`src/design/skt_pkg.sv`:
```
package skt_pkg;

   localparam int MODE_W   = 3;
   localparam int KEY_W    = 32;
   localparam int INDEX_W  = 6;
   localparam int STATUS_W = 3;
   localparam int POS_W    = 6;
   localparam int COUNT_W  = 7;

   localparam logic [MODE_W-1:0] MODE_INSERT = 3'd0;
   localparam logic [MODE_W-1:0] MODE_UNIQUE = 3'd1;
   localparam logic [MODE_W-1:0] MODE_DELETE = 3'd2;
   localparam logic [MODE_W-1:0] MODE_FIND   = 3'd3;
   localparam logic [MODE_W-1:0] MODE_READ   = 3'd4;
   localparam logic [MODE_W-1:0] MODE_CLEAR  = 3'd5;

   localparam logic [STATUS_W-1:0] ST_OK        = 3'd0;
   localparam logic [STATUS_W-1:0] ST_NOT_FOUND = 3'd1;
   localparam logic [STATUS_W-1:0] ST_FULL      = 3'd2;
   localparam logic [STATUS_W-1:0] ST_DUP       = 3'd3;
   localparam logic [STATUS_W-1:0] ST_RANGE     = 3'd4;

   typedef enum logic [2:0] {
      PTR_HOLD,
      PTR_ZERO,
      PTR_INDEX,
      PTR_COUNT,
      PTR_INC,
      PTR_DEC
   } ptr_op_type;

   typedef enum logic [1:0] {
      RD_SAME,
      RD_PREV,
      RD_NEXT
   } rd_off_type;

   typedef enum logic [1:0] {
      CNT_HOLD,
      CNT_CLEAR,
      CNT_INC,
      CNT_DEC
   } cnt_op_type;

   typedef enum logic [1:0] {
      WR_NONE,
      WR_SHIFT,
      WR_KEY
   } wr_sel_type;

   typedef struct packed {
      logic                load_req;
      ptr_op_type          ptr_op;
      rd_off_type          rd_off;
      cnt_op_type          cnt_op;
      wr_sel_type          wr_sel;
      logic                set_status;
      logic [STATUS_W-1:0] status;
      logic                load_pos;
      logic                load_kout;
      logic                load_rsp;
   } ctrl_cmd_type;

   typedef struct packed {
      logic full;
      logic idx_ok;
      logic at_end;
      logic key_gt;
      logic key_eq;
      logic at_pos;
      logic last;
   } dp_flags_type;

endpackage

```
`src/design/skt_if.sv`:
```
interface skt_req_if;
   logic                              valid;
   logic                              ready;
   logic [skt_pkg::MODE_W-1:0]        mode;
   logic signed [skt_pkg::KEY_W-1:0]  key;
   logic [skt_pkg::INDEX_W-1:0]       index;

   modport source (output valid, output mode, output key, output index, input ready);
   modport sink (input valid, input mode, input key, input index, output ready);
endinterface

interface skt_rsp_if;
   logic                              valid;
   logic                              ready;
   logic [skt_pkg::STATUS_W-1:0]      status;
   logic [skt_pkg::POS_W-1:0]         position;
   logic signed [skt_pkg::KEY_W-1:0]  key_out;
   logic [skt_pkg::COUNT_W-1:0]       count;

   modport source (output valid, output status, output position, output key_out,
                   output count, input ready);
   modport sink (input valid, input status, input position, input key_out,
                 input count, output ready);
endinterface

```
`src/design/skt_ctrl.sv`:
```
module skt_ctrl (
   input  logic                        clock,
   input  logic                        reset,
   input  logic                        req_valid,
   input  logic [skt_pkg::MODE_W-1:0]  req_mode,
   output logic                        req_ready,
   output logic                        rsp_valid,
   input  logic                        rsp_ready,
   input  skt_pkg::dp_flags_type       flags,
   output skt_pkg::ctrl_cmd_type       cmd
);

   typedef enum logic [2:0] {
      IDLE,
      SEARCH,
      SHIFT_UP,
      SHIFT_DN,
      READ,
      FINISH
   } state_type;

   state_type                   state_ff, state_in;
   logic [skt_pkg::MODE_W-1:0]  mode_ff, mode_in;
   logic                        rsp_valid_ff, rsp_valid_in;
   logic                        stop;
   logic                        match;

   assign req_ready = (state_ff == IDLE);
   assign rsp_valid = rsp_valid_ff;

   always_comb begin
      match = !flags.at_end && flags.key_eq;
      stop  = flags.at_end || flags.key_gt ||
              ((mode_ff != skt_pkg::MODE_INSERT) && flags.key_eq);
   end

   always_comb begin
      state_in   = state_ff;
      mode_in    = mode_ff;
      cmd.load_req   = 1'b0;
      cmd.ptr_op     = skt_pkg::PTR_HOLD;
      cmd.rd_off     = skt_pkg::RD_SAME;
      cmd.cnt_op     = skt_pkg::CNT_HOLD;
      cmd.wr_sel     = skt_pkg::WR_NONE;
      cmd.set_status = 1'b0;
      cmd.status     = skt_pkg::ST_OK;
      cmd.load_pos   = 1'b0;
      cmd.load_kout  = 1'b0;
      cmd.load_rsp   = 1'b0;

      unique case (state_ff)
         IDLE: begin
            if (req_valid) begin
               cmd.load_req = 1'b1;
               mode_in      = req_mode;
               state_in     = FINISH;
               case (req_mode) inside
                  skt_pkg::MODE_INSERT, skt_pkg::MODE_UNIQUE: begin
                     if (flags.full) begin
                        cmd.set_status = 1'b1;
                        cmd.status     = skt_pkg::ST_FULL;
                     end else begin
                        cmd.ptr_op = skt_pkg::PTR_ZERO;
                        state_in   = SEARCH;
                     end
                  end
                  skt_pkg::MODE_DELETE, skt_pkg::MODE_FIND: begin
                     cmd.ptr_op = skt_pkg::PTR_ZERO;
                     state_in   = SEARCH;
                  end
                  skt_pkg::MODE_READ: begin
                     if (flags.idx_ok) begin
                        cmd.ptr_op = skt_pkg::PTR_INDEX;
                        state_in   = READ;
                     end else begin
                        cmd.set_status = 1'b1;
                        cmd.status     = skt_pkg::ST_RANGE;
                     end
                  end
                  skt_pkg::MODE_CLEAR: begin
                     cmd.cnt_op = skt_pkg::CNT_CLEAR;
                  end
                  default: begin
                  end
               endcase
            end
         end
         SEARCH: begin
            if (!stop) begin
               cmd.ptr_op = skt_pkg::PTR_INC;
            end else begin
               state_in = FINISH;
               case (mode_ff)
                  skt_pkg::MODE_INSERT: begin
                     cmd.load_pos = 1'b1;
                     cmd.ptr_op   = skt_pkg::PTR_COUNT;
                     cmd.rd_off   = skt_pkg::RD_PREV;
                     state_in     = SHIFT_UP;
                  end
                  skt_pkg::MODE_UNIQUE: begin
                     cmd.load_pos = 1'b1;
                     if (match) begin
                        cmd.set_status = 1'b1;
                        cmd.status     = skt_pkg::ST_DUP;
                     end else begin
                        cmd.ptr_op = skt_pkg::PTR_COUNT;
                        cmd.rd_off = skt_pkg::RD_PREV;
                        state_in   = SHIFT_UP;
                     end
                  end
                  skt_pkg::MODE_DELETE: begin
                     if (match) begin
                        cmd.load_pos = 1'b1;
                        cmd.rd_off   = skt_pkg::RD_NEXT;
                        state_in     = SHIFT_DN;
                     end else begin
                        cmd.set_status = 1'b1;
                        cmd.status     = skt_pkg::ST_NOT_FOUND;
                     end
                  end
                  default: begin
                     if (match) begin
                        cmd.load_pos = 1'b1;
                     end else begin
                        cmd.set_status = 1'b1;
                        cmd.status     = skt_pkg::ST_NOT_FOUND;
                     end
                  end
               endcase
            end
         end
         SHIFT_UP: begin
            if (flags.at_pos) begin
               cmd.wr_sel = skt_pkg::WR_KEY;
               cmd.cnt_op = skt_pkg::CNT_INC;
               state_in   = FINISH;
            end else begin
               cmd.wr_sel = skt_pkg::WR_SHIFT;
               cmd.ptr_op = skt_pkg::PTR_DEC;
               cmd.rd_off = skt_pkg::RD_PREV;
            end
         end
         SHIFT_DN: begin
            if (flags.last) begin
               cmd.cnt_op = skt_pkg::CNT_DEC;
               state_in   = FINISH;
            end else begin
               cmd.wr_sel = skt_pkg::WR_SHIFT;
               cmd.ptr_op = skt_pkg::PTR_INC;
               cmd.rd_off = skt_pkg::RD_NEXT;
            end
         end
         READ: begin
            cmd.load_kout = 1'b1;
            cmd.load_pos  = 1'b1;
            state_in      = FINISH;
         end
         FINISH: begin
            if (!rsp_valid_ff || rsp_ready) begin
               cmd.load_rsp = 1'b1;
               state_in     = IDLE;
            end
         end
         default: begin
            state_in = IDLE;
         end
      endcase

      if (cmd.load_rsp) begin
         rsp_valid_in = 1'b1;
      end else if (rsp_ready) begin
         rsp_valid_in = 1'b0;
      end else begin
         rsp_valid_in = rsp_valid_ff;
      end
   end

   always_ff @(posedge clock) begin
      if (reset) begin
         state_ff     <= IDLE;
         mode_ff      <= skt_pkg::MODE_INSERT;
         rsp_valid_ff <= 1'b0;
      end else begin
         state_ff     <= state_in;
         mode_ff      <= mode_in;
         rsp_valid_ff <= rsp_valid_in;
      end
   end

endmodule

```
`src/design/skt_datapath.sv`:
```
module skt_datapath #(
   parameter int DEPTH     = 64,
   parameter int KEY_WIDTH = 32
) (
   input  logic                                clock,
   input  logic                                reset,
   input  logic signed [skt_pkg::KEY_W-1:0]    req_key,
   input  logic [skt_pkg::INDEX_W-1:0]         req_index,
   input  skt_pkg::ctrl_cmd_type               cmd,
   output skt_pkg::dp_flags_type               flags,
   output logic [skt_pkg::STATUS_W-1:0]        rsp_status,
   output logic [skt_pkg::POS_W-1:0]           rsp_position,
   output logic signed [skt_pkg::KEY_W-1:0]    rsp_key_out,
   output logic [skt_pkg::COUNT_W-1:0]         rsp_count
);

   localparam int ADDR_W = (DEPTH > 1) ? $clog2(DEPTH) : 1;
   localparam int CNT_W  = $clog2(DEPTH + 1);
   localparam int IDX_CW = (CNT_W > skt_pkg::INDEX_W) ? CNT_W : skt_pkg::INDEX_W;
   localparam int POS_CW = (CNT_W > skt_pkg::POS_W) ? CNT_W : skt_pkg::POS_W;
   localparam int OUT_CW = (CNT_W > skt_pkg::COUNT_W) ? CNT_W : skt_pkg::COUNT_W;

   logic signed [KEY_WIDTH-1:0]       mem [DEPTH];
   logic signed [KEY_WIDTH-1:0]       rd_data_ff;
   logic signed [KEY_WIDTH-1:0]       key_ff;
   logic signed [KEY_WIDTH-1:0]       wr_data;
   logic [CNT_W-1:0]                  ptr_ff, ptr_in;
   logic [CNT_W-1:0]                  count_ff, count_in;
   logic [CNT_W-1:0]                  pos_ff;
   logic [CNT_W-1:0]                  rd_full;
   logic [ADDR_W-1:0]                 rd_addr;
   logic [ADDR_W-1:0]                 wr_addr;
   logic                              wr_en;
   logic [skt_pkg::STATUS_W-1:0]      status_ff;
   logic signed [skt_pkg::KEY_W-1:0]  kout_ff;
   logic [skt_pkg::STATUS_W-1:0]      rsp_status_ff;
   logic [skt_pkg::POS_W-1:0]         rsp_position_ff;
   logic signed [skt_pkg::KEY_W-1:0]  rsp_key_out_ff;
   logic [skt_pkg::COUNT_W-1:0]       rsp_count_ff;
   logic [POS_CW-1:0]                 pos_ext;
   logic [OUT_CW-1:0]                 count_ext;

   always_comb begin
      case (cmd.ptr_op)
         skt_pkg::PTR_ZERO:  ptr_in = '0;
         skt_pkg::PTR_INDEX: ptr_in = CNT_W'(req_index);
         skt_pkg::PTR_COUNT: ptr_in = count_ff;
         skt_pkg::PTR_INC:   ptr_in = ptr_ff + 1'b1;
         skt_pkg::PTR_DEC:   ptr_in = ptr_ff - 1'b1;
         default:            ptr_in = ptr_ff;
      endcase

      case (cmd.rd_off)
         skt_pkg::RD_PREV: rd_full = ptr_in - 1'b1;
         skt_pkg::RD_NEXT: rd_full = ptr_in + 1'b1;
         default:          rd_full = ptr_in;
      endcase
      rd_addr = rd_full[ADDR_W-1:0];

      case (cmd.cnt_op)
         skt_pkg::CNT_CLEAR: count_in = '0;
         skt_pkg::CNT_INC:   count_in = count_ff + 1'b1;
         skt_pkg::CNT_DEC:   count_in = count_ff - 1'b1;
         default:            count_in = count_ff;
      endcase

      wr_en   = (cmd.wr_sel != skt_pkg::WR_NONE);
      wr_data = (cmd.wr_sel == skt_pkg::WR_KEY) ? key_ff : rd_data_ff;
      wr_addr = ptr_ff[ADDR_W-1:0];
   end

   always_comb begin
      flags.full   = (count_ff == CNT_W'(DEPTH));
      flags.idx_ok = (IDX_CW'(req_index) < IDX_CW'(count_ff));
      flags.at_end = (ptr_ff == count_ff);
      flags.key_gt = (rd_data_ff > key_ff);
      flags.key_eq = (rd_data_ff == key_ff);
      flags.at_pos = (ptr_ff == pos_ff);
      flags.last   = (CNT_W'(ptr_ff + 1'b1) == count_ff);
   end

   always_ff @(posedge clock) begin
      if (wr_en) begin
         mem[wr_addr] <= wr_data;
      end
      rd_data_ff <= mem[rd_addr];
   end

   always_ff @(posedge clock) begin
      if (reset) begin
         count_ff <= '0;
      end else begin
         count_ff <= count_in;
      end
   end

   always_ff @(posedge clock) begin
      ptr_ff <= ptr_in;
      if (cmd.load_req) begin
         key_ff  <= KEY_WIDTH'(req_key);
         kout_ff <= '0;
      end else if (cmd.load_kout) begin
         kout_ff <= skt_pkg::KEY_W'(rd_data_ff);
      end
      if (cmd.set_status) begin
         status_ff <= cmd.status;
      end else if (cmd.load_req) begin
         status_ff <= skt_pkg::ST_OK;
      end
      if (cmd.load_pos) begin
         pos_ff <= ptr_ff;
      end else if (cmd.load_req) begin
         pos_ff <= '0;
      end
   end

   assign pos_ext   = POS_CW'(pos_ff);
   assign count_ext = OUT_CW'(count_ff);

   always_ff @(posedge clock) begin
      if (cmd.load_rsp) begin
         rsp_status_ff   <= status_ff;
         rsp_position_ff <= pos_ext[skt_pkg::POS_W-1:0];
         rsp_key_out_ff  <= kout_ff;
         rsp_count_ff    <= count_ext[skt_pkg::COUNT_W-1:0];
      end
   end

   assign rsp_status   = rsp_status_ff;
   assign rsp_position = rsp_position_ff;
   assign rsp_key_out  = rsp_key_out_ff;
   assign rsp_count    = rsp_count_ff;

endmodule

```
`src/design/sorted_key_table.sv`:
```
// Insert scans to the slot, then shifts the upper entries up one per cycle and writes
// the key; delete scans to the match, then shifts the upper entries down; find scans
// to the match; read loads the entry; clear and refused requests go straight to the
// response. One request is worked at a time; the next word is taken the cycle after
// the response is loaded, which may still be waiting on rsp ready. Reset clears the
// entry count, state and rsp valid; table contents stay undefined and need no sweep.
module sorted_key_table #(
   parameter int DEPTH     = 64,
   parameter int KEY_WIDTH = 32
) (
   input  logic      clock,
   input  logic      reset,
   skt_req_if.sink   req_bus,
   skt_rsp_if.source rsp_bus
);

   skt_pkg::ctrl_cmd_type cmd;
   skt_pkg::dp_flags_type flags;

   skt_ctrl u_ctrl (
      .clock     (clock),
      .reset     (reset),
      .req_valid (req_bus.valid),
      .req_mode  (req_bus.mode),
      .req_ready (req_bus.ready),
      .rsp_valid (rsp_bus.valid),
      .rsp_ready (rsp_bus.ready),
      .flags     (flags),
      .cmd       (cmd)
   );

   skt_datapath #(
      .DEPTH     (DEPTH),
      .KEY_WIDTH (KEY_WIDTH)
   ) u_datapath (
      .clock        (clock),
      .reset        (reset),
      .req_key      (req_bus.key),
      .req_index    (req_bus.index),
      .cmd          (cmd),
      .flags        (flags),
      .rsp_status   (rsp_bus.status),
      .rsp_position (rsp_bus.position),
      .rsp_key_out  (rsp_bus.key_out),
      .rsp_count    (rsp_bus.count)
   );

endmodule
```
`src/flat_wrapper.sv`:
```
// flat-port wrapper written by rule: the top's interface ports become plain ports
module sorted_key_table_flat 
#(
   parameter int DEPTH     = 64,
   parameter int KEY_WIDTH = 32
)
  (clock, reset, req_bus_valid, req_bus_mode, req_bus_key, req_bus_index, req_bus_ready, rsp_bus_valid, rsp_bus_status, rsp_bus_position, rsp_bus_key_out, rsp_bus_count, rsp_bus_ready);
  skt_req_if req_bus_i ();
  skt_rsp_if rsp_bus_i ();
  input  logic clock;
  input  logic reset;
  input wire logic [$bits(req_bus_i.valid)-1:0] req_bus_valid;
  input wire logic [$bits(req_bus_i.mode)-1:0] req_bus_mode;
  input wire logic [$bits(req_bus_i.key)-1:0] req_bus_key;
  input wire logic [$bits(req_bus_i.index)-1:0] req_bus_index;
  output wire logic [$bits(req_bus_i.ready)-1:0] req_bus_ready;
  output wire logic [$bits(rsp_bus_i.valid)-1:0] rsp_bus_valid;
  output wire logic [$bits(rsp_bus_i.status)-1:0] rsp_bus_status;
  output wire logic [$bits(rsp_bus_i.position)-1:0] rsp_bus_position;
  output wire logic [$bits(rsp_bus_i.key_out)-1:0] rsp_bus_key_out;
  output wire logic [$bits(rsp_bus_i.count)-1:0] rsp_bus_count;
  input wire logic [$bits(rsp_bus_i.ready)-1:0] rsp_bus_ready;
  assign req_bus_i.valid = req_bus_valid;
  assign req_bus_i.mode = req_bus_mode;
  assign req_bus_i.key = req_bus_key;
  assign req_bus_i.index = req_bus_index;
  assign req_bus_ready = req_bus_i.ready;
  assign rsp_bus_valid = rsp_bus_i.valid;
  assign rsp_bus_status = rsp_bus_i.status;
  assign rsp_bus_position = rsp_bus_i.position;
  assign rsp_bus_key_out = rsp_bus_i.key_out;
  assign rsp_bus_count = rsp_bus_i.count;
  assign rsp_bus_i.ready = rsp_bus_ready;
  sorted_key_table #(.DEPTH(DEPTH), .KEY_WIDTH(KEY_WIDTH)) u_core (.clock(clock), .reset(reset), .req_bus(req_bus_i), .rsp_bus(rsp_bus_i));
endmodule
```
`config.mk`:
```
export PLATFORM = sky130hd
export DESIGN_NAME = sorted_key_table_flat
export DESIGN_NICKNAME = d
export VERILOG_FILES = /design/src/design/skt_pkg.sv /design/src/design/skt_if.sv /design/src/design/skt_ctrl.sv /design/src/design/skt_datapath.sv /design/src/design/sorted_key_table.sv /design/src/flat_wrapper.sv
export SDC_FILE = /design/constraint.sdc
export NUM_CORES = 2
export LEC_CHECK = 0
export ABC_AREA = 1
export BUFFER_PORTS_ARGS = -buffer_cell sky130_fd_sc_hd__clkbuf_2
export CAP_MARGIN = 20
export CELL_PAD_IN_SITES_DETAIL_PLACEMENT = 1
export CELL_PAD_IN_SITES_GLOBAL_PLACEMENT = 1
export CORE_UTILIZATION = 54
export CTS_CLUSTER_SIZE = 28
export DETAILED_ROUTE_END_ITERATION = 12
export GPL_TIMING_DRIVEN = 0
export PLACE_DENSITY = 0.94
export SKIP_LAST_GASP = 1
export SLEW_MARGIN = 0
export SYNTH_ARGS = -nofsm -noshare
export SYNTH_HDL_FRONTEND = slang
export SYNTH_SLANG_ARGS = --single-unit
```
`constraint.sdc`:
```
create_clock -name clock -period 13.6 [get_ports clock]
set_input_delay 0.68 -clock clock [delete_from_list [all_inputs] [get_ports clock]]
set_output_delay 0.68 -clock clock [all_outputs]
set_load 0.05 [all_outputs]
```
==> results.sh, run 1 <==
export IMPL_status="stopped before the end"
export IMPL_cts_made_buffers=219
export IMPL_die_x_um=422
export IMPL_cts_root_buf="clkbuf_16"
export IMPL_clockBufferDepth=3
export IMPL_port_buffers=93
export IMPL_ios=95
export IMPL_place_area_mm2=0.102
export IMPL_synthCells=9420
export IMPL_async_flop_share_pct=0
export IMPL_rows=153
export IMPL_ys_types=52
export IMPL_h_tree_depth=4
export IMPL_hpwl_mm=273
export IMPL_yosys_warnings=0
export IMPL_cts_sinks=2223
export IMPL_gp_congestion=1.07
export IMPL_synth_flop_cell="edfxtp_1"
export IMPL_start_util_pct=54.6
export IMPL_synth_edff_count=2139
export IMPL_post_cts_resized=0
export IMPL_post_cts_buffers=0
export IMPL_place_inst=12000
export IMPL_synthesis_area_mm2=0.0953
export IMPL_dieHeight_um=422
export IMPL_groute_usage_overall_pct=68.3
export IMPL_pre_cts_ws_ps=6670
export IMPL_syn_avg_cell_area_um2=10.1
export IMPL_haltStage="global routing"
export IMPL_synth_seq_cells=2223
export IMPL_antenna_found_initial=144
export IMPL_error_line="[ERROR GRT-0232] Routing congestion too high. Check the congestion heatmap in the GUI."
export IMPL_yosysSeqAreaShare_pct=69.2
export IMPL_gr_total_overflow=85
export IMPL_grt_max_degree=42
export IMPL_syn_nets=9515
==> routing by layer <==
metal  GRT overflow  track usage (%)
met1             10             67.6
met5              0             42.5
met3             20             57.6
met2             30             82.9
met4             25             61.7
==> synthesized netlist by cell type, drive strengths merged (8+ instances only) <==
library cell  number  area, µm²
nor3              13       75.1
a21oi             76        395
ha                48        601
nand2           5457      20500
nor2             129        513
buf              405       2050
dfxtp             84       1680
xnor2             10       87.6
inv              190        713
edfxtp          2139      64200
or2                8       50.1
nand4             18        113
o21ai             56        284
clkbuf           103        388
nand3            644       3270
xor2              12        105
==> repair_timing <==
action                     4_1_cts
setup endpoints to repair        0
hold endpoints to repair        31
hold buffers                    31
==> kinds of logic after synthesis <==
family | count (synthesis) | share of synthesized area, %
compound gates | 146 | 0.826
xor+xnor | 22 | 0.202
fa+ha+maj | 50 | 0.672
buf+inv | 699 | 3.31
flops | 2223 | 69.2
simple gates | 6280 | 25.8
==> through the flow <==
step                utilization, %  hold WS (ps)
global placement              56.5           406
floorplan                        -           400
detailed placement            58.4           409
CTS                           62.7          11.1
==> inputs of run 2 (changes only) <==
CELL_PAD_IN_SITES_DETAIL_PLACEMENT = unset   (was 1)
CELL_PAD_IN_SITES_GLOBAL_PLACEMENT = unset   (was 1)
CORE_UTILIZATION = 40   (was 54)
CTS_CLUSTER_SIZE = unset   (was 28)
PLACE_DENSITY = unset   (was 0.94)
PLACE_DENSITY_LB_ADDON = 0.15   (was unset)
==> run 2 against run 1 <==
  * The flow now finishes without violations
  * Synthesized cell count is the same
  * Synthesized area unchanged
==> results.sh, run 2 <==
export IMPL_status="completed"
export IMPL_fin_ws_ps=6360
export IMPL_utilization_pct=47.4
export IMPL_async_flop_share_pct=0
export IMPL_ant_nets=0
export IMPL_multi_input_comb_area_mm2=0.0271
export IMPL_drive_gt1_share_pct=10.7
export IMPL_hold_path_depth=3
export IMPL_vias_per_cell=5.15
export IMPL_yosysSeqAreaShare_pct=69.2
export IMPL_clk_latency_ps=900
export IMPL_cp_start_kind="register"
export IMPL_nFillCells=21700
export IMPL_hold_viol=0
export IMPL_synth_edff_count=2139
export IMPL_pre_cts_ws_ps=6630
export IMPL_largest_reg_flops=2048
export IMPL_antenna_found_initial=35
export IMPL_hold_path_class="in -> reg"
export IMPL_worst_r2r_setup_slack_ps=6360
export IMPL_wl_mm=330
export IMPL_fin_skew_ps=38.0
export IMPL_cts_made_buffers=231
export IMPL_nets=10000
export IMPL_cts_sinks=2223
export IMPL_synth_area_leader_cell="edfxtp_1"
export IMPL_r2r_cells=26
export IMPL_syn_avg_cell_area_um2=10.1
export IMPL_dr_pass1_iters=8
export IMPL_routed_via_count=68500
export IMPL_yosys_warnings=0
export IMPL_final_common_cell="nand2_1"
export IMPL_place_inst=12800
export IMPL_mostFrequentLayoutCells="nand2_1, edfxtp_1, nand3_1"
export IMPL_worstReg2RegEnd="u_core.u_datapath.rd_data_ff[24]"
export IMPL_cp_required_ps=14360
export IMPL_synth_most_common_cell="nand2_1"
export IMPL_post_cts_buffers=0
export IMPL_die_area_mm2=0.240
export IMPL_cap_violations=0
export IMPL_finalCritPeriodShare_pct=53.2
export IMPL_ios=95
export IMPL_tightest_slew_ps=1180
export IMPL_regMostFlops="u_core.u_datapath.mem"
export IMPL_synth_seq_cells=2223
export IMPL_gr_total_overflow=0
export IMPL_area_delta_synth_final_pct=17.3
export IMPL_groute_usage_overall_pct=27.1
export IMPL_slew_headroom_pct=21.1
export IMPL_port_buffers=93
export IMPL_clkTransAtPathRegs_ps=60
export IMPL_final_cells=13300
export IMPL_synthCells=9420
export IMPL_hpwl_mm=241
export IMPL_cts_root_buf="clkbuf_16"
export IMPL_slew_viol_final=0
export IMPL_fmax_mhz=138
export IMPL_ys_types=52
export IMPL_gp_congestion=1.07
export IMPL_rsz0062_at_grt="no"
export IMPL_h_tree_depth=4
export IMPL_hp_start="req_bus_mode[0]"
export IMPL_seq_area_mm2=0.0659
export IMPL_clockBufferDepth=3
export IMPL_crit_arrival_ps=7990
export IMPL_whs_endpoint="u_core.u_ctrl.mode_ff[0]"
export IMPL_core_area_mm2=0.236
export IMPL_yosys_top_cells_area="edfxtp_1, nand2_1, nand3_1"
export IMPL_r2r_start="u_core.u_datapath.key_ff[7]"
export IMPL_yosys_area_top_type_share_pct=67.4
export IMPL_cts_tree="done"
export IMPL_critPathKind="reg -> reg"
export IMPL_synth_flop_cell="edfxtp_1"
export IMPL_finalCriticalPeriod_ps=7240
export IMPL_grt_first_pass_wirelength_mm=464
export IMPL_grt_pass1_vias=64600
export IMPL_dieHeight_um=490
export IMPL_cp_end_kind="register"
export IMPL_synth_common_cells="nand2_1, edfxtp_1, nand3_1"
export IMPL_die_x_um=490
export IMPL_start_util_pct=40.4
export IMPL_grt_max_degree=42
export IMPL_drc_errors=0
export IMPL_avgRoutedWirePerCell_um=24.8
export IMPL_rows=178
export IMPL_synthesis_area_mm2=0.0953
export IMPL_whs_ps=84.7
export IMPL_drtIter0Drc=7596
export IMPL_path_max_fanout=10
export IMPL_setup_viol=0
export IMPL_syn_nets=9515
run 2: cell counts after synthesis:
Identical to the previous run, type by type.
run 2: cell families (layout without fill, tap and decap cells):
group,after synthesis,after routing,share of synthesized area (%)
other,0,14,0
AND/OR/NAND/NOR,6280,6280,25.8
buffers and inverters,699,1417,3.31
AO/OA/AOI/OAI,146,146,0.826
flip-flops,2223,2223,69.2
XOR/XNOR,22,22,0.202
adder cells (fa/ha/maj),50,50,0.672
run 2: per-layer routing:
metal | GRT usage [%] | vias to the layer above | part of all wire, %
met2 | 43.1 | 2795 | 46
met4 | 10.8 | 12 | 4.4
met1 | 36.3 | 33100 | 41
met5 | 0 | - | 0.024
met3 | 5.40 | 550 | 8.3
li1 | - | 32100 | -
run 2: worst max path at each step:
stage | from | end | slack [ps] | cells after the start
3_3_place_gp | u_core.u_datapath.ptr_ff[1] | u_core.u_datapath.mem[63][16] | -500 | 10
6_report | u_core.u_datapath.key_ff[7] | u_core.u_datapath.rd_data_ff[24] | 6360 | 26
4_1_cts | u_core.u_datapath.key_ff[5] | u_core.u_datapath.rd_data_ff[27] | 6560 | 29
3_5_place_dp | u_core.u_datapath.key_ff[5] | u_core.u_datapath.rd_data_ff[27] | 6630 | 29
2_1_floorplan | u_core.u_datapath.ptr_ff[1] | u_core.u_datapath.mem[37][0] | 8230 | 11
5_1_grt | u_core.u_datapath.key_ff[5] | u_core.u_datapath.rd_data_ff[14] | 6180 | 29
run 2: what timing repair did:
action,4_1_cts,5_1_grt
hold buffers,32,0
gates resized for setup,0,0
endpoints found under the hold margin,32,0
run 2: area by class of cell:
cell class / instances / share of cell area (%)
flip-flops and latches: 2223 / 58.9
multi-input cells: 6498 / 24.2
clock buffers: 284 / 5.44
repair buffers: 284 / 3.64
well taps: 3150 / 3.52
plain buffers: 508 / 2.19
clock inverters: 150 / 1.36
inverters: 191 / 0.641
diodes: 14 / 0.0313
run 2: metrics by stage:
stage	TNS [ps]	cell area (µm²)
2_1_floorplan	0	95300
5_1_grt	0	112000
4_1_cts	0	112000
6_report	0	112000
3_3_place_gp	-72190	99700
3_5_place_dp	0	104000
run 2: critical path, stage by stage (launching register included):
cell	delay, ps
edfxtp_1	350
inv_1	90
ha_1	300
nand2_1	70
nor2_1	190
nand4_1	120
nor2_1	390
nand4_1	230
nor2_1	220
a21oi_1	130
nand3_1	200
nor2_1	60
nor2_1	160
nand4_1	300
fa_1	640
nand2_1	70
nand2_2	450
buf_2	610
clkbuf_1	760
nand2_1	230
nand2_1	170
nand3_1	80
nand2_1	220
nand2_1	90
nand3_1	200
nand3_1	320
nand2_1	420
Power of run 2 is not shown: default switching activity piles up to over one toggle a cycle in this logic, so the estimate is an artifact.
